===== src/rtl/tks_pkg.sv =====
// Shared types, widths and codes for the top-k score selector.
// No dependencies; every other file refers to this package by scoped names.
package tks_pkg;

    localparam int MAX_KEPT     = 16;
    localparam int SCORE_BITS   = 16;
    localparam int ID_BITS      = 31;
    localparam int AGE_BITS     = 32;
    localparam int NCOUNT_BITS  = 5;
    localparam int IDX_BITS     = $clog2(MAX_KEPT);
    localparam int CNT_BITS     = $clog2(MAX_KEPT + 1);
    localparam int CFG_ADDR_BITS = 2;
    localparam int CFG_DATA_BITS = 31;
    localparam int TDATA_BITS   = ((ID_BITS + SCORE_BITS + 7) / 8) * 8;

    typedef logic [ID_BITS-1:0]           user_t;
    typedef logic signed [SCORE_BITS-1:0] score_t;
    typedef logic [AGE_BITS-1:0]          age_t;
    typedef logic [IDX_BITS-1:0]          idx_t;
    typedef logic [CNT_BITS-1:0]          cnt_t;

    typedef enum logic [CFG_ADDR_BITS-1:0] {
        REG_NEIGHBOR_COUNT = 2'd0,
        REG_KEEP_SMALLEST  = 2'd1,
        REG_QUERY_USER     = 2'd2
    } cfg_reg_t;

    typedef enum logic [2:0] {
        ST_IDLE,
        ST_OFFER,
        ST_SCAN,
        ST_JUDGE,
        ST_EMIT
    } state_t;

    typedef struct packed {
        logic first;
        logic step;
        logic judge;
    } scan_ctrl_t;

    typedef struct packed {
        logic  en;
        idx_t  addr;
        user_t user;
        score_t score;
        age_t  age;
    } slot_wr_t;

endpackage


===== src/rtl/tks_slot_store.sv =====
// Slot register file: one write port, one read port addressed by the sequencer pointer.
// Depends on tks_pkg.
module tks_slot_store (
    input  logic               aclk,
    input  tks_pkg::slot_wr_t  wr,
    input  tks_pkg::idx_t      raddr,
    output tks_pkg::user_t     rd_user,
    output tks_pkg::score_t    rd_score,
    output tks_pkg::age_t      rd_age
);

    tks_pkg::user_t  user_reg  [tks_pkg::MAX_KEPT];
    tks_pkg::score_t score_reg [tks_pkg::MAX_KEPT];
    tks_pkg::age_t   age_reg   [tks_pkg::MAX_KEPT];

    always_ff @(posedge aclk) begin
        if (wr.en) begin
            user_reg[wr.addr]  <= wr.user;
            score_reg[wr.addr] <= wr.score;
            age_reg[wr.addr]   <= wr.age;
        end
    end

    assign rd_user  = user_reg[raddr];
    assign rd_score = score_reg[raddr];
    assign rd_age   = age_reg[raddr];

endmodule


===== src/rtl/tks_worst_scan.sv =====
// Shared score comparator with the running worst-entry tracker.
// Depends on tks_pkg.
module tks_worst_scan (
    input  logic                aclk,
    input  tks_pkg::scan_ctrl_t ctrl,
    input  logic                keep_smallest,
    input  tks_pkg::score_t     cand_score,
    input  tks_pkg::idx_t       rd_idx,
    input  tks_pkg::score_t     rd_score,
    input  tks_pkg::age_t       rd_age,
    output tks_pkg::idx_t       worst_idx,
    output logic                cand_wins
);

    tks_pkg::idx_t   worst_idx_reg,   worst_idx_next;
    tks_pkg::score_t worst_score_reg, worst_score_next;
    tks_pkg::age_t   worst_age_reg,   worst_age_next;

    tks_pkg::score_t op_a;
    tks_pkg::score_t op_b;
    logic            a_better;
    logic            take;

    always_comb begin
        op_a = ctrl.judge ? cand_score : worst_score_reg;
        op_b = ctrl.judge ? worst_score_reg : rd_score;
        a_better = keep_smallest ? (op_a < op_b) : (op_a > op_b);
    end

    always_comb begin
        take = ctrl.first || a_better ||
               ((rd_score == worst_score_reg) && (rd_age > worst_age_reg));
        worst_idx_next   = worst_idx_reg;
        worst_score_next = worst_score_reg;
        worst_age_next   = worst_age_reg;
        if (ctrl.step && take) begin
            worst_idx_next   = rd_idx;
            worst_score_next = rd_score;
            worst_age_next   = rd_age;
        end
    end

    always_ff @(posedge aclk) begin
        worst_idx_reg   <= worst_idx_next;
        worst_score_reg <= worst_score_next;
        worst_age_reg   <= worst_age_next;
    end

    assign worst_idx = worst_idx_reg;
    assign cand_wins = ctrl.judge && a_better;

endmodule


===== src/rtl/top_k_score_selector_core.sv =====
// Top level of the top-k score selector: sequencer, configuration and stream ports.
// Depends on tks_pkg, tks_slot_store and tks_worst_scan.
//
// Usage:
//   Candidates enter on the s_ channel, one transaction each; s_tlast marks the
//   end of a scan. Each scan yields one run of result transactions on the m_
//   channel, one per held entry in slot order, m_tlast on the final one; an
//   empty store yields no run. Registers are written through cfg_wr_en,
//   cfg_addr and cfg_wdata; the user must write them only while the block is
//   idle, as the block does not enforce it. Timing: s_tready drops for the
//   whole of one item. An item that is skipped or fills a free slot needs no
//   scan; one that must contest a full store passes each held slot in turn
//   through the single shared comparator and is then judged. An end-of-scan
//   item emits the held entries, at most 16, paced by the single slot
//   read port and the m_ handshake. The output register holds a result until
//   taken; a stall on m_tready stalls the emit sequence and, with it, s_tready.
//   Reset (aresetn low, synchronous) empties the store, clears the output
//   valid flag and loads the registers with k = 10, nearest mode, query id 0.
module top_k_score_selector_core (
    input  logic                              aclk,
    input  logic                              aresetn,
    input  logic                              cfg_wr_en,
    input  logic [tks_pkg::CFG_ADDR_BITS-1:0] cfg_addr,
    input  logic [tks_pkg::CFG_DATA_BITS-1:0] cfg_wdata,
    input  logic                              s_tvalid,
    output logic                              s_tready,
    input  logic [tks_pkg::TDATA_BITS-1:0]    s_tdata,   // user_id, score, zero pad
    input  logic                              s_tuser,   // has_candidate
    input  logic                              s_tlast,
    output logic                              m_tvalid,
    input  logic                              m_tready,
    output logic [tks_pkg::TDATA_BITS-1:0]    m_tdata,   // kept_user, kept_score, zero pad
    output logic                              m_tlast
);

    tks_pkg::state_t state_reg, state_next;

    logic [tks_pkg::NCOUNT_BITS-1:0] ncount_reg;
    logic                            keep_smallest_reg;
    tks_pkg::user_t                  query_user_reg;

    tks_pkg::user_t  cand_user_reg;
    tks_pkg::score_t cand_score_reg;
    logic            has_reg;
    logic            eos_reg;

    tks_pkg::cnt_t fill_reg,    fill_next;
    tks_pkg::age_t arrival_reg, arrival_next;
    tks_pkg::idx_t ptr_reg,     ptr_next;

    logic           m_valid_reg, m_valid_next;
    tks_pkg::user_t m_user_reg,  m_user_next;
    tks_pkg::score_t m_score_reg, m_score_next;
    logic           m_last_reg,  m_last_next;

    tks_pkg::slot_wr_t   wr;
    tks_pkg::scan_ctrl_t ctrl;
    tks_pkg::user_t      rd_user;
    tks_pkg::score_t     rd_score;
    tks_pkg::age_t       rd_age;
    tks_pkg::idx_t       worst_idx;
    logic                cand_wins;

    tks_pkg::cnt_t k_sat;
    tks_pkg::cnt_t fill_m1;
    logic          cand_ok;
    logic          at_last_slot;
    logic          s_accept;
    logic          out_free;

    assign s_tready = (state_reg == tks_pkg::ST_IDLE);
    assign s_accept = s_tvalid && s_tready;
    assign out_free = !m_valid_reg || m_tready;

    assign k_sat   = (ncount_reg > tks_pkg::NCOUNT_BITS'(tks_pkg::MAX_KEPT)) ?
                     tks_pkg::CNT_BITS'(tks_pkg::MAX_KEPT) : tks_pkg::CNT_BITS'(ncount_reg);
    assign fill_m1 = fill_reg - tks_pkg::CNT_BITS'(1);
    assign cand_ok = has_reg && (cand_user_reg != query_user_reg);
    assign at_last_slot = (tks_pkg::CNT_BITS'(ptr_reg) == fill_m1);

    tks_slot_store u_store (
        .aclk     (aclk),
        .wr       (wr),
        .raddr    (ptr_reg),
        .rd_user  (rd_user),
        .rd_score (rd_score),
        .rd_age   (rd_age)
    );

    tks_worst_scan u_scan (
        .aclk          (aclk),
        .ctrl          (ctrl),
        .keep_smallest (keep_smallest_reg),
        .cand_score    (cand_score_reg),
        .rd_idx        (ptr_reg),
        .rd_score      (rd_score),
        .rd_age        (rd_age),
        .worst_idx     (worst_idx),
        .cand_wins     (cand_wins)
    );

    // next state
    always_comb begin
        state_next = state_reg;
        unique case (state_reg)
            tks_pkg::ST_IDLE: begin
                if (s_accept) begin
                    state_next = tks_pkg::ST_OFFER;
                end
            end
            tks_pkg::ST_OFFER: begin
                if (cand_ok && (fill_reg < k_sat)) begin
                    state_next = eos_reg ? tks_pkg::ST_EMIT : tks_pkg::ST_IDLE;
                end else if (cand_ok && (fill_reg != '0)) begin
                    state_next = tks_pkg::ST_SCAN;
                end else if (eos_reg && (fill_reg != '0)) begin
                    state_next = tks_pkg::ST_EMIT;
                end else begin
                    state_next = tks_pkg::ST_IDLE;
                end
            end
            tks_pkg::ST_SCAN: begin
                if (at_last_slot) begin
                    state_next = tks_pkg::ST_JUDGE;
                end
            end
            tks_pkg::ST_JUDGE: begin
                state_next = eos_reg ? tks_pkg::ST_EMIT : tks_pkg::ST_IDLE;
            end
            tks_pkg::ST_EMIT: begin
                if (out_free && at_last_slot) begin
                    state_next = tks_pkg::ST_IDLE;
                end
            end
            default: state_next = tks_pkg::ST_IDLE;
        endcase
    end

    // datapath controls
    always_comb begin
        fill_next    = fill_reg;
        arrival_next = arrival_reg;
        ptr_next     = ptr_reg;
        ctrl         = '0;
        wr.en        = 1'b0;
        wr.addr      = worst_idx;
        wr.user      = cand_user_reg;
        wr.score     = cand_score_reg;
        wr.age       = arrival_reg;
        m_valid_next = m_valid_reg && !m_tready;
        m_user_next  = m_user_reg;
        m_score_next = m_score_reg;
        m_last_next  = m_last_reg;
        unique case (state_reg)
            tks_pkg::ST_IDLE: begin
                ptr_next = '0;
            end
            tks_pkg::ST_OFFER: begin
                ptr_next = '0;
                if (cand_ok && (fill_reg < k_sat)) begin
                    wr.en        = 1'b1;
                    wr.addr      = tks_pkg::IDX_BITS'(fill_reg);
                    fill_next    = fill_reg + tks_pkg::CNT_BITS'(1);
                    arrival_next = arrival_reg + tks_pkg::AGE_BITS'(1);
                end else if (eos_reg && (fill_reg == '0)) begin
                    fill_next    = '0;
                    arrival_next = '0;
                end
            end
            tks_pkg::ST_SCAN: begin
                ctrl.step  = 1'b1;
                ctrl.first = (ptr_reg == '0);
                ptr_next   = ptr_reg + tks_pkg::IDX_BITS'(1);
            end
            tks_pkg::ST_JUDGE: begin
                ctrl.judge = 1'b1;
                ptr_next   = '0;
                if (cand_wins) begin
                    wr.en        = 1'b1;
                    arrival_next = arrival_reg + tks_pkg::AGE_BITS'(1);
                end
            end
            tks_pkg::ST_EMIT: begin
                if (out_free) begin
                    m_valid_next = 1'b1;
                    m_user_next  = rd_user;
                    m_score_next = rd_score;
                    m_last_next  = at_last_slot;
                    ptr_next     = ptr_reg + tks_pkg::IDX_BITS'(1);
                    if (at_last_slot) begin
                        fill_next    = '0;
                        arrival_next = '0;
                    end
                end
            end
            default: ;
        endcase
    end

    always_ff @(posedge aclk) begin
        if (!aresetn) begin
            state_reg         <= tks_pkg::ST_IDLE;
            ncount_reg        <= tks_pkg::NCOUNT_BITS'(10);
            keep_smallest_reg <= 1'b0;
            query_user_reg    <= '0;
            fill_reg          <= '0;
            arrival_reg       <= '0;
            ptr_reg           <= '0;
            m_valid_reg       <= 1'b0;
        end else begin
            state_reg   <= state_next;
            fill_reg    <= fill_next;
            arrival_reg <= arrival_next;
            ptr_reg     <= ptr_next;
            m_valid_reg <= m_valid_next;
            if (cfg_wr_en) begin
                unique case (cfg_addr)
                    tks_pkg::REG_NEIGHBOR_COUNT:
                        ncount_reg <= cfg_wdata[tks_pkg::NCOUNT_BITS-1:0];
                    tks_pkg::REG_KEEP_SMALLEST:
                        keep_smallest_reg <= cfg_wdata[0];
                    tks_pkg::REG_QUERY_USER:
                        query_user_reg <= cfg_wdata[tks_pkg::ID_BITS-1:0];
                    default: ;
                endcase
            end
        end
    end

    // hold the accepted transaction and the output payload
    always_ff @(posedge aclk) begin
        if (s_accept) begin
            cand_user_reg  <= s_tdata[tks_pkg::ID_BITS-1:0];
            cand_score_reg <= s_tdata[tks_pkg::ID_BITS +: tks_pkg::SCORE_BITS];
            has_reg        <= s_tuser;
            eos_reg        <= s_tlast;
        end
        m_user_reg  <= m_user_next;
        m_score_reg <= m_score_next;
        m_last_reg  <= m_last_next;
    end

    assign m_tvalid = m_valid_reg;
    assign m_tdata  = tks_pkg::TDATA_BITS'({m_score_reg, m_user_reg});
    assign m_tlast  = m_last_reg;

endmodule


===== config.mk =====
export PLATFORM = sky130hd
export DESIGN_NAME = top_k_score_selector_core
export DESIGN_NICKNAME = d
export VERILOG_FILES = /design/src/rtl/tks_pkg.sv /design/src/rtl/tks_slot_store.sv /design/src/rtl/tks_worst_scan.sv /design/src/rtl/top_k_score_selector_core.sv
export SDC_FILE = /design/constraint.sdc
export NUM_CORES = 1
export LEC_CHECK = 0
export BUFFER_PORTS_ARGS = -buffer_cell sky130_fd_sc_hd__buf_2
export CAP_MARGIN = 20
export CORE_MARGIN = 4
export CORE_UTILIZATION = 36
export DETAILED_ROUTE_END_ITERATION = 12
export HOLD_SLACK_MARGIN = 0.1
export PLACE_DENSITY = 0.5
export SLEW_MARGIN = 20
export SYNTH_ARGS = -nofsm -noshare
export SYNTH_HDL_FRONTEND = slang
export SYNTH_HIERARCHICAL = 1
export SYNTH_SLANG_ARGS = --single-unit

===== constraint.sdc =====
create_clock -name aclk -period 13.6 [get_ports aclk]
set_input_delay 2.72 -clock aclk [delete_from_list [all_inputs] [get_ports aclk]]
set_output_delay 2.72 -clock aclk [all_outputs]
set_load 0.005 [all_outputs]

==> results.tsv <==
metric	value	unit
antenna_found_initial	7	
initial_core_util	36.2	%
synth_warnings	6	
crit_end	u_store/user_reg[5][27]$_DFFE_PP_	
crit-reg2reg-launch	ptr_reg[3]$_SDFFE_PN0P_	
vias_per_cell	5.36	
grt_first_pass_wirelength	212	mm
synth_seq_cells	1495	
met2_usage	29.3	%
vias	28900	
numClockSinks	1495	
slew_viol_final	0	
p_sw	1.93	mW
chipWidth	410	um
synth.distinct_cells	70	
area_delta_synth_final	14.8	%
postSynthCellCount	2885	
rsz0062_at_grt	false	
cts-root-buf	clkbuf_16	
fp.coreArea	0.161	mm2
worstMarginPinSlew	1090	ps
crit_path_start_kind	flop	
grtUsageTotal	17.2	%
crit_fanout	43	
netlist.area_leader.share	73.0	%
fillers	14100	
syn_nets	3030	
power.leakage	21.9	nW
ir_drop	119	uV
r2r-end	u_store/user_reg[5][27]$_DFFE_PP_	
first_iter_violations	2425	
hp-class	reg2reg	
seqPwrFrac	53.1	%
drtAntennaViolNets	0	
syn_area	0.0582	mm2
r2r_slack	6110	ps
grt_max_degree	106	
hold_buffers	0	
critPathLaunch	ptr_reg[3]$_SDFFE_PN0P_	
swShare	20.1	%
p_int	7.66	mW
drt-total-wl	145	mm
use_met3	2.75	%
cts_made_buffers	158	
finalClockSkew	48.4	ps
cts_resized	0	
final_nets	3247	
yosysSeqAreaShare	75.8	%
port_buffers	136	
pwr-share-clk	45.6	%
clk_path_buf_depth	3	
synthArstFlopShare	0	%
syn_avg_cell_area	20.2	um2
fin_crit_sh	55.1	%
hold_viol	0	
status	finished, final reports clean	
overflow	0	
maxCapViolCount	0	
route.detailed.drc	0	
synth_edf_count	1413	
max_freq	134	MHz
synthFlopType	edfxtp_1	
period_minus_slack	7490	ps
h-tree-depth	4	
setup_tns	0	ps
post-cts-setup-buffer-count	0	
wl_per_cell	26.9	um
cts_tree	done	
crit_type	reg2reg	
use_met1	23.3	%
reg2reg_depth	16	
grt_pass1_vias	30600	
combPwrFrac	1.3	%
synth_area_leaders	edfxtp_1, mux4_2, dfxtp_1	
die-area	0.168	mm2
setup_viol	0	
slew_headroom	27.1	%
first_pass_iters	5	
die_y	410	um
critical_path_arrival	7860	ps
rows	147	
gp_congestion	0.775	
clock_latency	770	ps
ioPinCount	139	
cp.required	13970	ps
largest_register_ffs	512	
post-route-util	41.6	%
clk_pin_slew	60	ps
dp_hpwl	77.1	mm
powerDensity	144	mW/mm2
drive_gt1_share	25.1	%
busiest_layer	met2	
synth_top_cell_by_area	edfxtp_1	
end_kind	flop	
## logic make-up after synthesis
group           share of synthesized area, %
other cells                          0.00645
buf+inv                                 1.69
simple gates                            3.35
flops                                   75.8
compound gates                          4.04
xor+xnor                               0.837
fa+ha+maj                               1.23
mux                                     13.1
## critical path: stages (launching register included)
cell and delay [ps]:
dfxtp_1 680, and2_4 800, buf_4 820, a22oi_1 180, nand2_1 260, mux2i_1 110, ha_1 410, nand4_2 180
or2_1 160, o22ai_2 80, nor4_1 310, mux2_4 370, a21boi_1 420, a21o_1 240, nand3b_1 300, nor2_4 940
buf_4 720
## Yosys cell counts, types with 3 or more instances
master / count
o21a_1: 3
nand3b_1: 5
nor4_1: 13
a32oi_1: 3
buf_4: 11
nand4_1: 27
a22oi_1: 159
nand2b_1: 7
inv_1: 49
xor2_1: 41
xnor2_1: 12
or3_1: 4
ha_1: 57
nand2_1: 205
mux4_2: 316
or4_4: 6
buf_2: 37
nor2b_1: 10
o31ai_1: 24
mux2i_1: 24
clkbuf_1: 63
and2_1: 8
o211ai_1: 4
nor2_1: 34
buf_1: 10
and3_1: 4
mux2_2: 20
buf_6: 23
nand3_1: 16
a21boi_0: 33
a21oi_2: 6
o21ai_0: 18
a21o_1: 3
or4_1: 21
nor3_1: 18
nor3b_1: 5
edfxtp_1: 1413
dfxtp_1: 82
a21oi_1: 54
## worst min path at each step
stage                     cells past startpoint                              end                            start
after floorplan                               2       ncount_reg[1]$_SDFFE_PN1P_       ncount_reg[1]$_SDFFE_PN1P_
after global routing                          2   query_user_reg[3]$_SDFFE_PN0P_   query_user_reg[3]$_SDFFE_PN0P_
after CTS                                     2  query_user_reg[21]$_SDFFE_PN0P_  query_user_reg[21]$_SDFFE_PN0P_
after global placement                        2   query_user_reg[8]$_SDFFE_PN0P_   query_user_reg[8]$_SDFFE_PN0P_
final                                         2  query_user_reg[21]$_SDFFE_PN0P_  query_user_reg[21]$_SDFFE_PN0P_
after detailed placement                      2  query_user_reg[21]$_SDFFE_PN0P_  query_user_reg[21]$_SDFFE_PN0P_
## stage by stage
| stage | cells | instance area, um2 | hold WS [ps] | power (mW) | setup slack, ps |
|---|---|---|---|---|---|
| after floorplan | 2885 | 58200 | 442 | 5.24 | 3770 |
| after global placement | 5099 | 61400 | 470 | 5.31 | 6140 |
| after detailed placement | 5099 | 61400 | 475 | 5.32 | 6060 |
| after CTS | 5387 | 66700 | 483 | 9.69 | 6000 |
| after global routing | 5390 | 66800 | 504 | 9.91 | 5790 |
| final | 5392 | 66800 | 480 | 9.59 | 6110 |
## cell type report
class | instances | area, um2 | area share (%)
flip-flops and latches | 1495 | 44100 | 66.0
multi-input cells | 1197 | 13300 | 19.9
clock buffers | 206 | 4230 | 6.33
well taps | 2160 | 2700 | 4.05
repair buffers | 201 | 1230 | 1.85
clock inverters | 82 | 1060 | 1.59
inverters | 49 | 184 | 0.275
diodes | 2 | 5.00 | 0.00749
## layout by cell type, fill, tap and decap left out, types with 49 or more instances in the layout
master,netlist,final
mux4_2,316,316
buf_2,37,136
a21oi_1,54,54
inv_1,49,49
clkbuf_16,0,160
ha_1,57,57
dfxtp_1,82,80
edfxtp_1,1413,1413
a22oi_1,159,159
buf_4,11,60
nand2_1,205,205
## routing by layer
metal  wire [um]  vias to the layer above
li1            -                    12400
met1       62500                    15600
met2       72600                      754
met3        7230                      204
met4        2780                        0
met5           0                        -
## power by group through the flow
stage / Clock (mW) / Combinational, mW / Sequential [mW]
global placement: 0 / 0.125 / 5.18
CTS: 4.47 / 0.128 / 5.09
global route: 4.67 / 0.136 / 5.10
floorplan: 0 / 0.0806 / 5.16
detailed placement: 0 / 0.127 / 5.19
finish: 4.37 / 0.125 / 5.09
No activity file was read; power rests on OpenSTA's default activity.
